--- config.mk ---
export PLATFORM = sky130hd
export DESIGN_NAME = morse_symbol_packet_parser_top
export DESIGN_NICKNAME = d
export VERILOG_FILES = /design/src/rtl/core/msp_pkg.sv /design/src/rtl/core/morse_symbol_packet_parser_top.sv
export SDC_FILE = /design/constraint.sdc
export NUM_CORES = 1
export LEC_CHECK = 0
export ABC_CLOCK_PERIOD_IN_PS = 2410
export BUFFER_PORTS_ARGS = -buffer_cell sky130_fd_sc_hd__buf_2
export CORE_MARGIN = 1
export CORE_UTILIZATION = 49
export CTS_CLUSTER_DIAMETER = 100
export DETAILED_ROUTE_END_ITERATION = 16
export GPL_TIMING_DRIVEN = 0
export PLACE_DENSITY = 0.7
export SETUP_SLACK_MARGIN = 0.2
export SKIP_CTS_REPAIR_TIMING = 1
export SYNTH_ARGS = -nofsm -noshare
export SYNTH_HDL_FRONTEND = slang
export SYNTH_SLANG_ARGS = --single-unit
--- constraint.sdc ---
create_clock -name clk -period 2.41 [get_ports clk]
set_input_delay 0.3615 -clock clk [delete_from_list [all_inputs] [get_ports clk]]
set_output_delay 0.3615 -clock clk [all_outputs]
set_load 0.02 [all_outputs]
--- src/rtl/core/msp_pkg.sv ---
// ----------------------------------------------------------------------------
// msp_pkg
// Shared types and codes for the Morse symbol packet parser.
// ----------------------------------------------------------------------------
`default_nettype none

package msp_pkg;

  // Result kinds
  localparam logic [2:0] KIND_DIT  = 3'd0;
  localparam logic [2:0] KIND_DAH  = 3'd1;
  localparam logic [2:0] KIND_CGAP = 3'd2;
  localparam logic [2:0] KIND_WGAP = 3'd3;
  localparam logic [2:0] KIND_END  = 3'd4;

  // Packet end status
  localparam logic [1:0] STATUS_OK    = 2'd0;
  localparam logic [1:0] STATUS_BADVER = 2'd1;
  localparam logic [1:0] STATUS_SHORT = 2'd2;

  // Two-bit symbol codes on the wire
  localparam logic [1:0] PAIR_CGAP = 2'b00;
  localparam logic [1:0] PAIR_DIT  = 2'b01;
  localparam logic [1:0] PAIR_DAH  = 2'b10;
  localparam logic [1:0] PAIR_WGAP = 2'b11;

  // Required header version
  localparam logic [1:0] VERSION_OK = 2'b01;

  // Symbols per payload byte
  localparam int unsigned PAIRS_PER_BYTE = 4;

  typedef enum logic [1:0] {
    POS_HEADER,
    POS_SPEED,
    POS_PAYLOAD
  } pos_t;

  function automatic logic [2:0] pair_to_kind(input logic [1:0] pair);
    logic [2:0] kind;
    unique case (pair)
      PAIR_DIT:  kind = KIND_DIT;
      PAIR_DAH:  kind = KIND_DAH;
      PAIR_CGAP: kind = KIND_CGAP;
      default:   kind = KIND_WGAP;
    endcase
    return kind;
  endfunction

endpackage

`default_nettype wire

--- src/rtl/core/morse_symbol_packet_parser_top.sv ---
// ----------------------------------------------------------------------------
// morse_symbol_packet_parser_top
// Splits Morse-over-packet bytes into dit/dah/gap symbols and a packet end.
// ----------------------------------------------------------------------------
// Input channel (in_valid/in_ready) carries one packet byte per request, with
// last_byte set on the final byte. Output channel (out_valid/out_ready) carries
// one result per request: a symbol, or the packet end with speed and status.
// run_last marks the final result produced by an input byte.
// An accepted byte is decoded in the same cycle into a small result buffer;
// its first result is presented on the next cycle and the rest follow one per
// cycle while out_ready is high. Header bytes other than a last byte give no
// results; rejected and stopped packets give no symbols, only the packet end.
// A byte's results hold the output until all are taken; the next byte is
// accepted in the cycle its last result is taken, so a one-result-per-byte
// stream runs at one byte per cycle while out_ready is high. A stalled
// receiver holds the current result and blocks input until the buffer's last
// result is taken. Synchronous reset restarts at the header byte, buffer empty.
// ----------------------------------------------------------------------------
`default_nettype none

module morse_symbol_packet_parser_top (
  input  wire logic       clk,
  input  wire logic       rst,
  input  wire logic       in_valid,
  output logic            in_ready,
  input  wire logic [7:0] data_byte,
  input  wire logic       last_byte,
  output logic            out_valid,
  input  wire logic       out_ready,
  output logic [2:0]      symbol_kind,
  output logic [5:0]      packet_speed,
  output logic [1:0]      packet_status,
  output logic            run_last
);
  import msp_pkg::*;

  // Parser state
  pos_t       pos, pos_next;
  logic       version_bad, version_bad_next;
  logic       stopped, stopped_next;
  logic [5:0] held_speed, held_speed_next;

  // Result buffer
  logic [2:0] buf_kind [PAIRS_PER_BYTE];
  logic [2:0] buf_nsym;
  logic       buf_end;
  logic [5:0] buf_speed;
  logic [1:0] buf_status;
  logic [2:0] idx;
  logic [2:0] buf_total;

  // Decode of the incoming byte
  logic [1:0] pair   [PAIRS_PER_BYTE];
  logic [2:0] dec_kind [PAIRS_PER_BYTE];
  logic [2:0] dec_nsym;
  logic       dec_wgap;
  logic [5:0] dec_speed;
  logic [1:0] dec_status;
  logic [2:0] dec_total;
  logic       accept, drain_last;

  assign buf_total  = buf_nsym + {2'b00, buf_end};
  assign drain_last = out_valid && out_ready && (idx + 3'd1 == buf_total);
  assign in_ready   = !out_valid || drain_last;
  assign accept     = in_valid && in_ready;

  // Next-state for the byte position
  always_comb begin
    pos_next = pos;
    if (accept) begin
      if (last_byte) begin
        pos_next = POS_HEADER;
      end else begin
        unique case (pos)
          POS_HEADER: pos_next = POS_SPEED;
          POS_SPEED:  pos_next = POS_PAYLOAD;
          default:    pos_next = POS_PAYLOAD;
        endcase
      end
    end
  end

  // Symbol decode and packet-end fields
  always_comb begin
    logic run;
    for (int i = 0; i < PAIRS_PER_BYTE; i++) begin
      pair[i] = data_byte[7 - 2*i -: 2];
    end
    for (int i = 0; i < PAIRS_PER_BYTE; i++) begin
      dec_kind[i] = pair_to_kind(pair[i]);
    end
    dec_nsym   = 3'd0;
    dec_wgap   = 1'b0;
    dec_speed  = 6'd0;
    dec_status = STATUS_OK;
    run        = !version_bad && !stopped;
    unique case (pos)
      POS_HEADER: begin
        dec_status = STATUS_SHORT;
      end
      POS_SPEED: begin
        // only the low pair of the speed byte is a symbol
        dec_kind[0] = pair_to_kind(pair[3]);
        if (run) begin
          dec_nsym = 3'd1;
          dec_wgap = (pair[3] == PAIR_WGAP);
        end
        dec_speed  = version_bad ? 6'd0 : data_byte[7:2];
        dec_status = version_bad ? STATUS_BADVER : STATUS_OK;
      end
      default: begin
        for (int i = 0; i < PAIRS_PER_BYTE; i++) begin
          if (run) begin
            dec_nsym = dec_nsym + 3'd1;
            if (pair[i] == PAIR_WGAP) begin
              run      = 1'b0;
              dec_wgap = 1'b1;
            end
          end
        end
        dec_speed  = version_bad ? 6'd0 : held_speed;
        dec_status = version_bad ? STATUS_BADVER : STATUS_OK;
      end
    endcase
    dec_total = dec_nsym + {2'b00, last_byte};
  end

  // Header and stop state updates, cleared on the last byte
  always_comb begin
    version_bad_next = version_bad;
    stopped_next     = stopped;
    held_speed_next  = held_speed;
    if (accept) begin
      if (last_byte) begin
        version_bad_next = 1'b0;
        stopped_next     = 1'b0;
        held_speed_next  = 6'd0;
      end else begin
        if (pos == POS_HEADER) begin
          version_bad_next = (data_byte[7:6] != VERSION_OK);
        end
        if (pos == POS_SPEED) begin
          held_speed_next = data_byte[7:2];
        end
        stopped_next = stopped || dec_wgap;
      end
    end
  end

  always_ff @(posedge clk) begin
    if (rst) begin
      pos         <= POS_HEADER;
      version_bad <= 1'b0;
      stopped     <= 1'b0;
      held_speed  <= 6'd0;
      out_valid   <= 1'b0;
      idx         <= 3'd0;
    end else begin
      pos         <= pos_next;
      version_bad <= version_bad_next;
      stopped     <= stopped_next;
      held_speed  <= held_speed_next;
      if (accept) begin
        out_valid <= (dec_total != 3'd0);
        idx       <= 3'd0;
      end else if (out_valid && out_ready) begin
        if (drain_last) begin
          out_valid <= 1'b0;
        end
        idx <= idx + 3'd1;
      end
    end
  end

  // Buffer payload, no reset needed
  always_ff @(posedge clk) begin
    if (accept) begin
      buf_kind   <= dec_kind;
      buf_nsym   <= dec_nsym;
      buf_end    <= last_byte;
      buf_speed  <= dec_speed;
      buf_status <= dec_status;
    end
  end

  // Symbols come first, then the packet end
  always_comb begin
    if (idx < buf_nsym) begin
      symbol_kind   = buf_kind[idx[1:0]];
      packet_speed  = 6'd0;
      packet_status = STATUS_OK;
    end else begin
      symbol_kind   = KIND_END;
      packet_speed  = buf_speed;
      packet_status = buf_status;
    end
    run_last = (idx + 3'd1 == buf_total);
  end

endmodule

`default_nettype wire
==> summary.md, run 1 <==
| Metric | Value |
|---|---|
| Top_reg_cell synth | `edfxtp_1` |
| CTS tree | `yes` |
| Antenna diode count | `0` |
| H-tree depth | `2` |
| Worst path slowest cell | `nor4_1` |
| Buffers on Ports | `26` |
| Cells after Synth | `182` |
| Final hold slack | `0.349 ns` |
| Worst path depth | `10` |
| Reg2reg path depth | `10` |
| Num CTS Buffers | `5` |
| Total routed wirelength | `4430 microns` |
| CP arrival | `2.46 ns` |
| Actual slew at the worst max-slew pin | `0.621 ns` |
| CP max FO | `4` |
| Routability congestion estimate | `0.878` |
| Most frequent cells in the layout | `buf_2, edfxtp_1, ha_1` |
| Relative slew slack | `0.586` |
| Power Internal | `1.29 mW` |
| Antenna violations before repair | `0` |
| Final Max Slew Viols | `0` |
| DPL Wire Length | `3050 microns` |
| Setup-failing EPs final | `0` |
| Final Skew | `0.00383 ns` |
| Largest net degree at the start of global routing | `28` |
| Ys async rst share | `0` |
| Reg power frac | `0.396` |
| Remaining antenna violation count | `0` |
| Most used cell along the critical path | `buf_6` |
| Flop2flop setup slack | `0.17 ns` |
| Vias in the first global route | `1,477` |
| Placed inst area | `2160 sq um` |
| Clk root buf | `clkbuf_8` |
| Synthesized cell area | `1970 sq um` |
| Clk_lat worst skew | `0.29 ns` |
| Initial Utilization | `0.523` |
| CP Buf/Inv Count | `2` |
| Vias | `1,563` |
| Most common cell after layout, fill and taps aside | `buf_2` |
| EDFF count, synth | `20` |
| Finished Cell Area | `2490 sq um` |
| Die Span Y | `65.5 microns` |
| Seq/Total Area, Yosys | `0.446` |
| Vias per Instance | `5.73` |
| Leak | `1.04 nW` |
| Clk slew on worst S/H paths | `0.07 ns` |
| Outcome | `complete, no violations` |
| Clock Tree Buf Depth | `2` |
| Core footprint | `3770 sq um` |
| Clock power frac | `0.351` |
| Min-Delay Path Class | `primary input to flop` |
| Flops & latches, synth | `34` |
| Hold Startpoint | `rst` |
| MaxCap Viol Count | `0` |
| # IOs | `27` |
| Row Count | `22` |
| First-pass GRT wire length | `6880 microns` |
| Fin crit period | `2.24 ns` |
| Combinational fraction of design power | `0.254` |
| Total grt overflow | `0` |
| CP startpoint | `version_bad$_SDFFE_PP0P_` |
| Yosys Warn Count | `0` |
| Crit end category | `flop` |
| Post-route DRC | `0` |
| Area delta synth->final | `26.1%` |
| FF-to-FF Start | `version_bad$_SDFFE_PP0P_` |
| Fin nets | `254` |
| Die area | `4280 sq um` |
| Crit start category | `flop` |
| Final Hold Vio Count | `0` |
| Reg2reg end | `out_valid$_SDFFE_PP0P_` |
| Layout cells sized above 1 | `0.324` |
| All-Layer GR Usage | `0.217` |
| CP Class | `flop to flop` |
| Kind of cell adding the most delay to the critical path | `simple AND/OR/NAND/NOR gates` |
| Synth unique cells | `47` |
| Syn Nets | `212` |
| PD cells | `711 nW/um^2` |
| Slowest stage delay, CP | `0.36 ns` |
| Max frequency | `447 MHz` |
| Die Width | `65.5 microns` |
| VDD IR max | `516 uV` |
| Drt initial violations | `79` |
| RSZ-0062 raised after global routing | `true` |
| Avg Cell Area, Syn | `10.8 sq um` |
| CP endpoint | `out_valid$_SDFFE_PP0P_` |
| Final period util | `0.929` |
| Routed len/inst | `16.2 microns` |
| CP Cell Sequence | `buf_6, or2_4, buf_6, nor2_2, ha_1, o211a_1, ha_2, nor4_1, o41ai_2, a21oi_1` |
| Crit path required time | `2.63 ns` |
| Initial DRT Pass Iterations | `5` |
| Switch share | `0.270` |
| NetSw | `478 uW` |
| Clk sinks | `34` |
[cells by family (layout without fill, tap and decap cells)]
| kind of cell | Yosys count | after routing | synth area share |
|---|---|---|---|
| AOI/OAI and AO/OA | 38 | 38 | 0.148 |
| xor gates and xnor gates | 8 | 8 | 0.0431 |
| adders and majority gates | 17 | 17 | 0.108 |
| buffers and inverters | 23 | 66 | 0.0564 |
| DFF | 34 | 34 | 0.446 |
| muxes | 5 | 5 | 0.0387 |
| and+or+nand+nor | 57 | 57 | 0.160 |
[through the flow]
step / util / power, mW / setup slack [ns] / TNS (ns) / instances
2_1_floorplan: - / 0.954 / 0.253 / 0 / 182
3_3_place_gp: 0.574 / 1.05 / 0.0807 / 0 / 256
3_5_place_dp: 0.574 / 1.06 / 0.0261 / 0 / 256
4_1_cts: 0.609 / 1.67 / -0.0215 / -0.0215 / 264
5_1_grt: 0.660 / 1.85 / 0.0387 / 0 / 273
6_report: 0.660 / 1.77 / 0.170 / 0 / 273
[synth_stat cells, types with 2 or more instances]
cell	instances	area, sq um
edfxtp_1	20	601
ha_1	17	213
dfxtp_1	14	280
inv_1	14	52.6
and2_1	10	62.6
nor2_1	10	37.5
a22oi_1	6	45.0
nor3_1	6	30.0
nand2_1	5	18.8
nor2b_1	5	31.3
or3_1	5	31.3
a21oi_1	4	20.0
clkbuf_1	4	15.0
o2111ai_1	4	35.0
o22ai_1	4	25.0
buf_6	3	33.8
o21ai_0	3	15.0
or2_2	3	18.8
xnor2_1	3	26.3
xor2_1	3	26.3
a21o_1	2	15.0
a221oi_2	2	30.0
a31o_1	2	17.5
buf_2	2	10.0
mux2i_1	2	20.0
mux4_2	2	45.0
nand2b_1	2	12.5
nand3_1	2	10.0
nand3b_1	2	15.0
nor4_1	2	12.5
o21ai_1	2	10.0
xor2_2	2	32.5
[worst min-delay path by stage]
stage,to,slack [ns],depth (start not counted)
after floorplan,held_speed[5]$_SDFFE_PP0P_,0.45,2
after CTS,buf_end$_DFFE_PP_,0.34,1
after global placement,held_speed[4]$_SDFFE_PP0P_,0.46,2
after global routing,buf_end$_DFFE_PP_,0.34,1
final,held_speed[5]$_SDFFE_PP0P_,0.35,3
after detailed placement,held_speed[0]$_SDFFE_PP0P_,0.46,2
[worst reg2reg max path, stage by stage, from the launching register on]
cell	delay, ns
dfxtp_2	0.32
buf_6	0.11
or2_4	0.23
buf_6	0.13
nor2_2	0.11
ha_1	0.26
o211a_1	0.24
ha_2	0.18
nor4_1	0.36
o41ai_2	0.12
a21oi_1	0.12
[layout make-up]
| type | count | area, sq um |
|---|---|---|
| Fill cell | 271 | 1280 |
| Multi-Input combinational cell | 125 | 1070 |
| Sequential cell | 34 | 883 |
| Timing Repair Buffer | 35 | 213 |
| Buffer | 9 | 72.6 |
| Clock buffer | 5 | 68.8 |
| Clock inverter | 3 | 63.8 |
| Tap cell | 48 | 60.1 |
| Inverter | 14 | 52.6 |
[power by group through the flow]
stage          clock network (mW)  logic (mW)  registers, mW
2_1_floorplan                   0       0.247          0.707
3_3_place_gp                    0       0.338          0.709
3_5_place_dp                    0       0.350          0.711
4_1_cts                     0.621       0.353          0.699
5_1_grt                     0.661       0.486          0.706
6_report                    0.621       0.449          0.700
[registers in the layout, indices dropped and copies added, names as in the netlist]
name,count
stopped,1
out_valid,1
buf_end,1
held_speed,6
idx,3
buf_nsym,3
buf_speed,6
pos,2
buf_status,2
version_bad,1
buf_kind,8
[metal layers]
metal	vias to the layer above	part of all wire	global-route usage
met3	8	0.055	0.0556
met4	0	0.019	0.0652
li1	752	-	-
met1	759	0.42	0.275
met2	44	0.50	0.361
met5	-	0	0
(Power assumes the default switching activity.)
==> inputs of run 2 (changes only) <==
ABC_CLOCK_PERIOD_IN_PS = 2400   (was 2410)
PLACE_DENSITY = default   (was 0.7)
PLACE_DENSITY_LB_ADDON = 0.15   (was default)
clock period = 2.4 ns   (was 2.41 ns; I/O delays follow)
==> summary.md, run 2 (synthesized netlist as in run 1, its figures left out) <==
| Metric | Value |
|---|---|
| Vias | `1,564 (+0.064%)` |
| Die Span Y | `65.5 microns (unchanged)` |
| Reg2reg end | `out_valid$_SDFFE_PP0P_` |
| Total grt overflow | `0 (unchanged)` |
| CP arrival | `2.45 ns (about the same)` |
| Antenna diode count | `0 (unchanged)` |
| Most common cell after layout, fill and taps aside | `buf_2` |
| DPL Wire Length | `3120 microns (+2.5%)` |
| Min-Delay Path Class | `primary input to flop` |
| Routability congestion estimate | `0.853 (-2.8%)` |
| Row Count | `22 (unchanged)` |
| Most used cell along the critical path | `buf_6` |
| Setup TNS | `0 ns (unchanged)` |
| FF-to-FF Start | `version_bad$_SDFFE_PP0P_` |
| Reg with most FFs | `buf_kind` |
| Hold Startpoint | `last_byte` |
| Fin nets | `258 (+1.6%)` |
| PD cells | `634 nW/um^2 (-11%)` |
| Setup-failing EPs final | `0 (unchanged)` |
| Vias in the first global route | `1,492 (+1.0%)` |
| Remaining antenna violation count | `0 (unchanged)` |
| Drt initial violations | `85 (+7.6%)` |
| Final period util | `0.958 (+0.0290)` |
| Relative slew slack | `0.623 (+0.0369)` |
| Most frequent cells in the layout | `buf_2, edfxtp_1, ha_1, buf_4, inv_1` |
| Core footprint | `3770 sq um (unchanged)` |
| Layout fillers | `284 (+4.8%)` |
| Final Max Slew Viols | `0 (unchanged)` |
| Routed len/inst | `16.3 microns (+0.81%)` |
| Crit end category | `flop` |
| Largest regs | `buf_kind (8), buf_speed (6), held_speed (6)` |
| Max frequency | `435 MHz (-2.6%)` |
| Post-route DRC | `0 (unchanged)` |
| Max reg flops | `8 (unchanged)` |
| Worst path slowest cell | `o41ai_2` |
| Clk slew on worst S/H paths | `0.07 ns (about the same)` |
| Vias per Instance | `5.65 (-1.4%)` |
| RSZ-0062 raised after global routing | `true` |
| Fin util | `0.654 (-0.00531)` |
| Worst Hold Path EP | `buf_end$_DFFE_PP_` |
| First-pass GRT wire length | `6930 microns (+0.80%)` |
| Clk_lat worst skew | `0.28 ns (about the same)` |
| Reg2reg path depth | `10 (unchanged)` |
| Total power | `1.56 mW (-12%)` |
| All-Layer GR Usage | `0.223 (+0.00587)` |
| Clk root buf | `clkbuf_8` |
| # IOs | `27 (unchanged)` |
| Slowest stage delay, CP | `0.37 ns (about the same)` |
| Largest net degree at the start of global routing | `28 (unchanged)` |
| Final Skew | `0.00597 ns (+0.00213 ns)` |
| Crit path required time | `2.55 ns (-0.08 ns)` |
| Total routed wirelength | `4530 microns (+2.3%)` |
| VDD IR max | `329 uV (-36%)` |
| H-tree depth | `2 (unchanged)` |
| Flop2flop setup slack | `0.10 ns (-0.07 ns)` |
| PnR worst setup slack | `0.100 ns (-0.0702 ns)` |
| Clk sinks | `34 (unchanged)` |
| Initial Utilization | `0.523 (unchanged)` |
| CP Cell Sequence | `buf_6, or2_1, buf_6, a21oi_2, ha_1, o211a_1, ha_2, o31a_1, o41ai_2, a21oi_1` |
| Buffers on Ports | `26 (unchanged)` |
| Setup WS pre-CTS | `0.0659 ns (+0.0398 ns)` |
| Crit start category | `flop` |
| Initial DRT Pass Iterations | `4 (-1)` |
| Layout cells sized above 1 | `0.345 (+0.0205)` |
| Final Hold Vio Count | `0 (unchanged)` |
| Num CTS Buffers | `5 (unchanged)` |
| Antenna violations before repair | `0 (unchanged)` |
| CP max FO | `5 (+1)` |
| Actual slew at the worst max-slew pin | `0.566 ns (-0.0553 ns)` |
| Leak | `1.04 nW (-0.21%)` |
| Area delta synth->final | `25.0%` |
| Clock Tree Buf Depth | `2 (unchanged)` |
| CP Class | `flop to flop` |
| Outcome | `complete, no violations` |
| MaxCap Viol Count | `0 (unchanged)` |
| Die area | `4280 sq um (unchanged)` |
| Die Width | `65.5 microns (unchanged)` |
| CP startpoint | `version_bad$_SDFFE_PP0P_` |
| Fin crit period | `2.30 ns (+0.0602 ns)` |
| CTS tree | `yes` |
| Hold path depth | `1 (-2)` |
## run 2: area by class of cell
cell class,count,area (sq um),share of cell area
buffer,9,73.8,0.0299
clock buffer,5,68.8,0.0279
clock inverter,3,16.3,0.00659
inverter,14,52.6,0.0213
multi-input combinational,125,1080,0.436
sequential,34,883,0.358
tap,48,60.1,0.0243
timing repair buffer,39,236,0.0958
## run 2: power by group
| group | leakage [nW] | internal (mW) | switching [mW] | total, mW |
|---|---|---|---|---|
| Clock | 0.0416 | 0.199 | 0.216 | 0.414 |
| Combinational | 0.684 | 0.200 | 0.249 | 0.448 |
| Sequential | 0.311 | 0.680 | 0.0220 | 0.702 |
## run 2: worst max-delay path by stage
stage | to
after floorplan | out_valid$_SDFFE_PP0P_
after detailed placement | out_valid$_SDFFE_PP0P_
after global routing | out_valid$_SDFFE_PP0P_
after global placement | out_valid$_SDFFE_PP0P_
final | out_valid$_SDFFE_PP0P_
after CTS | in_ready
## run 2: worst max-delay path, delay by kind of cell (launching register included)
kind	cells	cell delay, ns
buffers and inverters	2	0.25
adders and majority gates	2	0.43
AOI/OAI and AO/OA	5	0.95
DFF	1	0.32
and+or+nand+nor	1	0.22
## run 2: metal layers
layer  global-route usage  up-vias  wire [microns]
met1                0.281      766            1980
met5                    0        -               0
met2                0.375       32            2320
li1                     -      757               -
met3               0.0313        9             158
met4                0.103        0              70
## run 2: stage by stage
stage	hold WS (ns)	cells	cell area, sq um
after floorplan	0.449	182	1970
after global placement	0.461	256	2160
after detailed placement	0.463	256	2160
after CTS	0.334	264	2250
after global routing	0.348	277	2470
final	0.348	277	2470
==> inputs of run 3 (changes only) <==
ABC_AREA = 1   (was default)
==> summary.md, run 3 <==
| Metric | Value |
|---|---|
| Outcome | `complete, no violations` |
| Die Span Y | `66.1 microns (+0.95%)` |
| Placed inst area | `2200 sq um (+1.6%)` |
| PnR worst setup slack | `0.289 ns (+0.189 ns)` |
| Crit path required time | `2.04 ns (-0.51 ns)` |
| Largest cells by area after synthesis | `edfxtp_1, dfxtp_1, ha_1, nand2_1, inv_1` |
| Fin nets | `320 (+24%)` |
| Combinational fraction of design power | `0.231 (-0.055)` |
| Min-Delay Path Class | `primary input to flop` |
| Crit start category | `flop` |
| Row Count | `22 (unchanged)` |
| Vias | `1,619 (+3.5%)` |
| Fin crit period | `2.11 ns (-0.189 ns)` |
| Flops & latches, synth | `34 (unchanged)` |
| Final Skew | `0.0131 ns (+0.00714 ns)` |
| Die Width | `66.1 microns (+0.95%)` |
| Leak | `1.12 nW (+8.4%)` |
| Most used cell along the critical path | `nand2_1` |
| Synthesized cell area | `2010 sq um (+2.0%)` |
| Reg with most FFs | `buf_kind` |
| Synth cell count leaders | `nand2_1, inv_1, nor2_1` |
| Slowest stage delay, CP | `0.41 ns (+0.04 ns)` |
| Relative slew slack | `0.745 (+0.123)` |
| Final Hold Vio Count | `0 (unchanged)` |
| CP max FO | `3 (-2)` |
| Biggest area consumer among synthesized cells | `edfxtp_1` |
| # IOs | `27 (unchanged)` |
| CTS tree | `yes` |
| Die area | `4370 sq um (+1.9%)` |
| Clock power frac | `0.283 (+0.018)` |
| NetSw | `436 uW (-10%)` |
| Area delta synth->final | `15.2%` |
| Drt initial violations | `66 (-22%)` |
| EDFF count, synth | `20 (unchanged)` |
| Actual slew at the worst max-slew pin | `0.382 ns (-0.184 ns)` |
| Cells after Synth | `257 (+41%)` |
| H-tree depth | `2 (unchanged)` |
| Synth unique cells | `26 (-45%)` |
| PD cells | `617 nW/um^2 (-2.8%)` |
| VDD IR max | `346 uV (+4.9%)` |
| CP Class | `flop to output pin` |
| Most common cell after layout, fill and taps aside | `nand2_1` |
| Num CTS Buffers | `5 (unchanged)` |
| Yosys Warn Count | `0 (unchanged)` |
| Setup TNS | `0 ns (unchanged)` |
| Clk_lat worst skew | `0.29 ns (about the same)` |
| Total grt overflow | `0 (unchanged)` |
| Largest regs | `buf_kind (8), buf_speed (6), held_speed (6)` |
| Vias per Instance | `4.78 (-15%)` |
| Seq/Total Area, Yosys | `0.438 (-0.00861)` |
| CP Cell Sequence | `ha_2, ha_4, inv_1, nand2_1, nand2_1, nor2_2, nand3_2, nand2_2, buf_4` |
| Crit end category | `output pin` |
| Worst path slowest cell | `edfxtp_1` |
| Power Internal | `993 uW (-7.9%)` |
| Final Max Slew Viols | `0 (unchanged)` |
| Syn Nets | `287 (+35%)` |
| Top-count cell post-synth | `nand2_1` |
| Avg Cell Area, Syn | `7.83 sq um (-28%)` |
| DPL Wire Length | `2840 microns (-9.2%)` |
| Final period util | `0.880 (-0.0786)` |
| Switch share | `0.305 (-0.00581)` |
| Vias in the first global route | `1,367 (-8.4%)` |
| Ys async rst share | `0 (unchanged)` |
| Layout fillers | `371 (+31%)` |
| Area share of the largest cell type after synthesis | `0.299 (-0.00587)` |
| RSZ-0062 raised after global routing | `true` |
| Routed len/inst | `11.3 microns (-31%)` |
| CP arrival | `1.75 ns (-0.70 ns)` |
| Initial Utilization | `0.530 (+0.00642)` |
| Top_reg_cell synth | `edfxtp_1` |
| Setup-failing EPs final | `0 (unchanged)` |
| Reg power frac | `0.486 (+0.037)` |
| Initial DRT Pass Iterations | `4 (unchanged)` |
| Clk sinks | `34 (unchanged)` |
| Antenna violations before repair | `0 (unchanged)` |
| Most frequent cells in the layout | `nand2_1, inv_1, nor2_1` |
| All-Layer GR Usage | `0.190 (-0.0331)` |
| Final hold slack | `0.278 ns (-0.0693 ns)` |
| Buffers on Ports | `25 (-3.8%)` |
| Clk root buf | `clkbuf_8` |
| MaxCap Viol Count | `0 (unchanged)` |
| Setup WS pre-CTS | `0.140 ns (+0.0737 ns)` |
| Post-route DRC | `0 (unchanged)` |
| Max frequency | `474 MHz (+8.9%)` |
| First-pass GRT wire length | `6090 microns (-12%)` |
| Clk slew on worst S/H paths | `0.07 ns (about the same)` |
| Routability congestion estimate | `0.812 (-4.8%)` |
| Antenna diode count | `0 (unchanged)` |
| Fin util | `0.610 (-0.0443)` |
| Layout cells sized above 1 | `0.186 (-0.159)` |
| Core footprint | `3800 sq um (+0.73%)` |
| Largest net degree at the start of global routing | `30 (+7.1%)` |
| Clock Tree Buf Depth | `2 (unchanged)` |
| Max reg flops | `8 (unchanged)` |
| Total routed wirelength | `3830 microns (-15%)` |
| Remaining antenna violation count | `0 (unchanged)` |
| Finished Cell Area | `2320 sq um (-6.1%)` |
==> run 3: worst max-delay path: cells and delay by family, from the launching register on <==
family	cells	cell delay, ns
fa+ha+maj	2	0.49
simple gates	5	0.41
flops	1	0.41
buf+inv	2	0.17
==> run 3: power by group through the flow <==
stage,registers (mW),clock network [mW],logic (mW)
after floorplan,0.703,0,0.224
after global placement,0.704,0,0.312
after CTS,0.693,0.411,0.318
final,0.694,0.405,0.330
after detailed placement,0.706,0,0.317
after global routing,0.699,0.435,0.368
==> run 3: layer usage <==
| metal | track usage | up-vias | share of wire |
|---|---|---|---|
| met2 | 0.286 | 39 | 0.44 |
| li1 | - | 868 | - |
| met1 | 0.260 | 704 | 0.49 |
| met4 | 0.0718 | 0 | 0.015 |
| met3 | 0.0483 | 8 | 0.053 |
| met5 | 0 | - | 0 |
==> run 3: cell families after synthesis <==
group / Yosys count / share of synthesized area
compound gates: 29 / 0.0809
xor+xnor: 1 / 0.00435
fa+ha+maj: 17 / 0.106
buf+inv: 56 / 0.123
flops: 34 / 0.438
simple gates: 120 / 0.249
==> run 3: path summary, 6_finish.rpt <==
kind                                                from                     end  slack, ns  depth (start not counted)
worst min register to register       pos[0]$_SDFFE_PP0P_     pos[0]$_SDFFE_PP0P_       0.51                          2
worst max-delay path               buf_nsym[0]$_DFFE_PP_                in_ready       0.29                          9
worst max register to register  version_bad$_SDFFE_PP0P_  out_valid$_SDFFE_PP0P_       0.31                         11
worst min-delay path                                 rst  out_valid$_SDFFE_PP0P_       0.28                          2
==> run 3: final cells by class <==
type                    instances  area (sq um)  share of cell area
inverters                      51           194              0.0837
flip-flops and latches         34           881               0.380
multi-input cells             167           910               0.393
plain buffers                   5          55.1              0.0238
clock inverters                 2          10.0             0.00432
repair buffers                 26           135              0.0583
clock buffers                   6          72.6              0.0313
well taps                      48          60.1              0.0259
==> run 3: through the flow <==
stage               total power, mW  std cells
finish                         1.43        339
global route                   1.50        339
CTS                            1.42        338
detailed placement             1.02        330
global placement               1.02        330
floorplan                     0.927        257
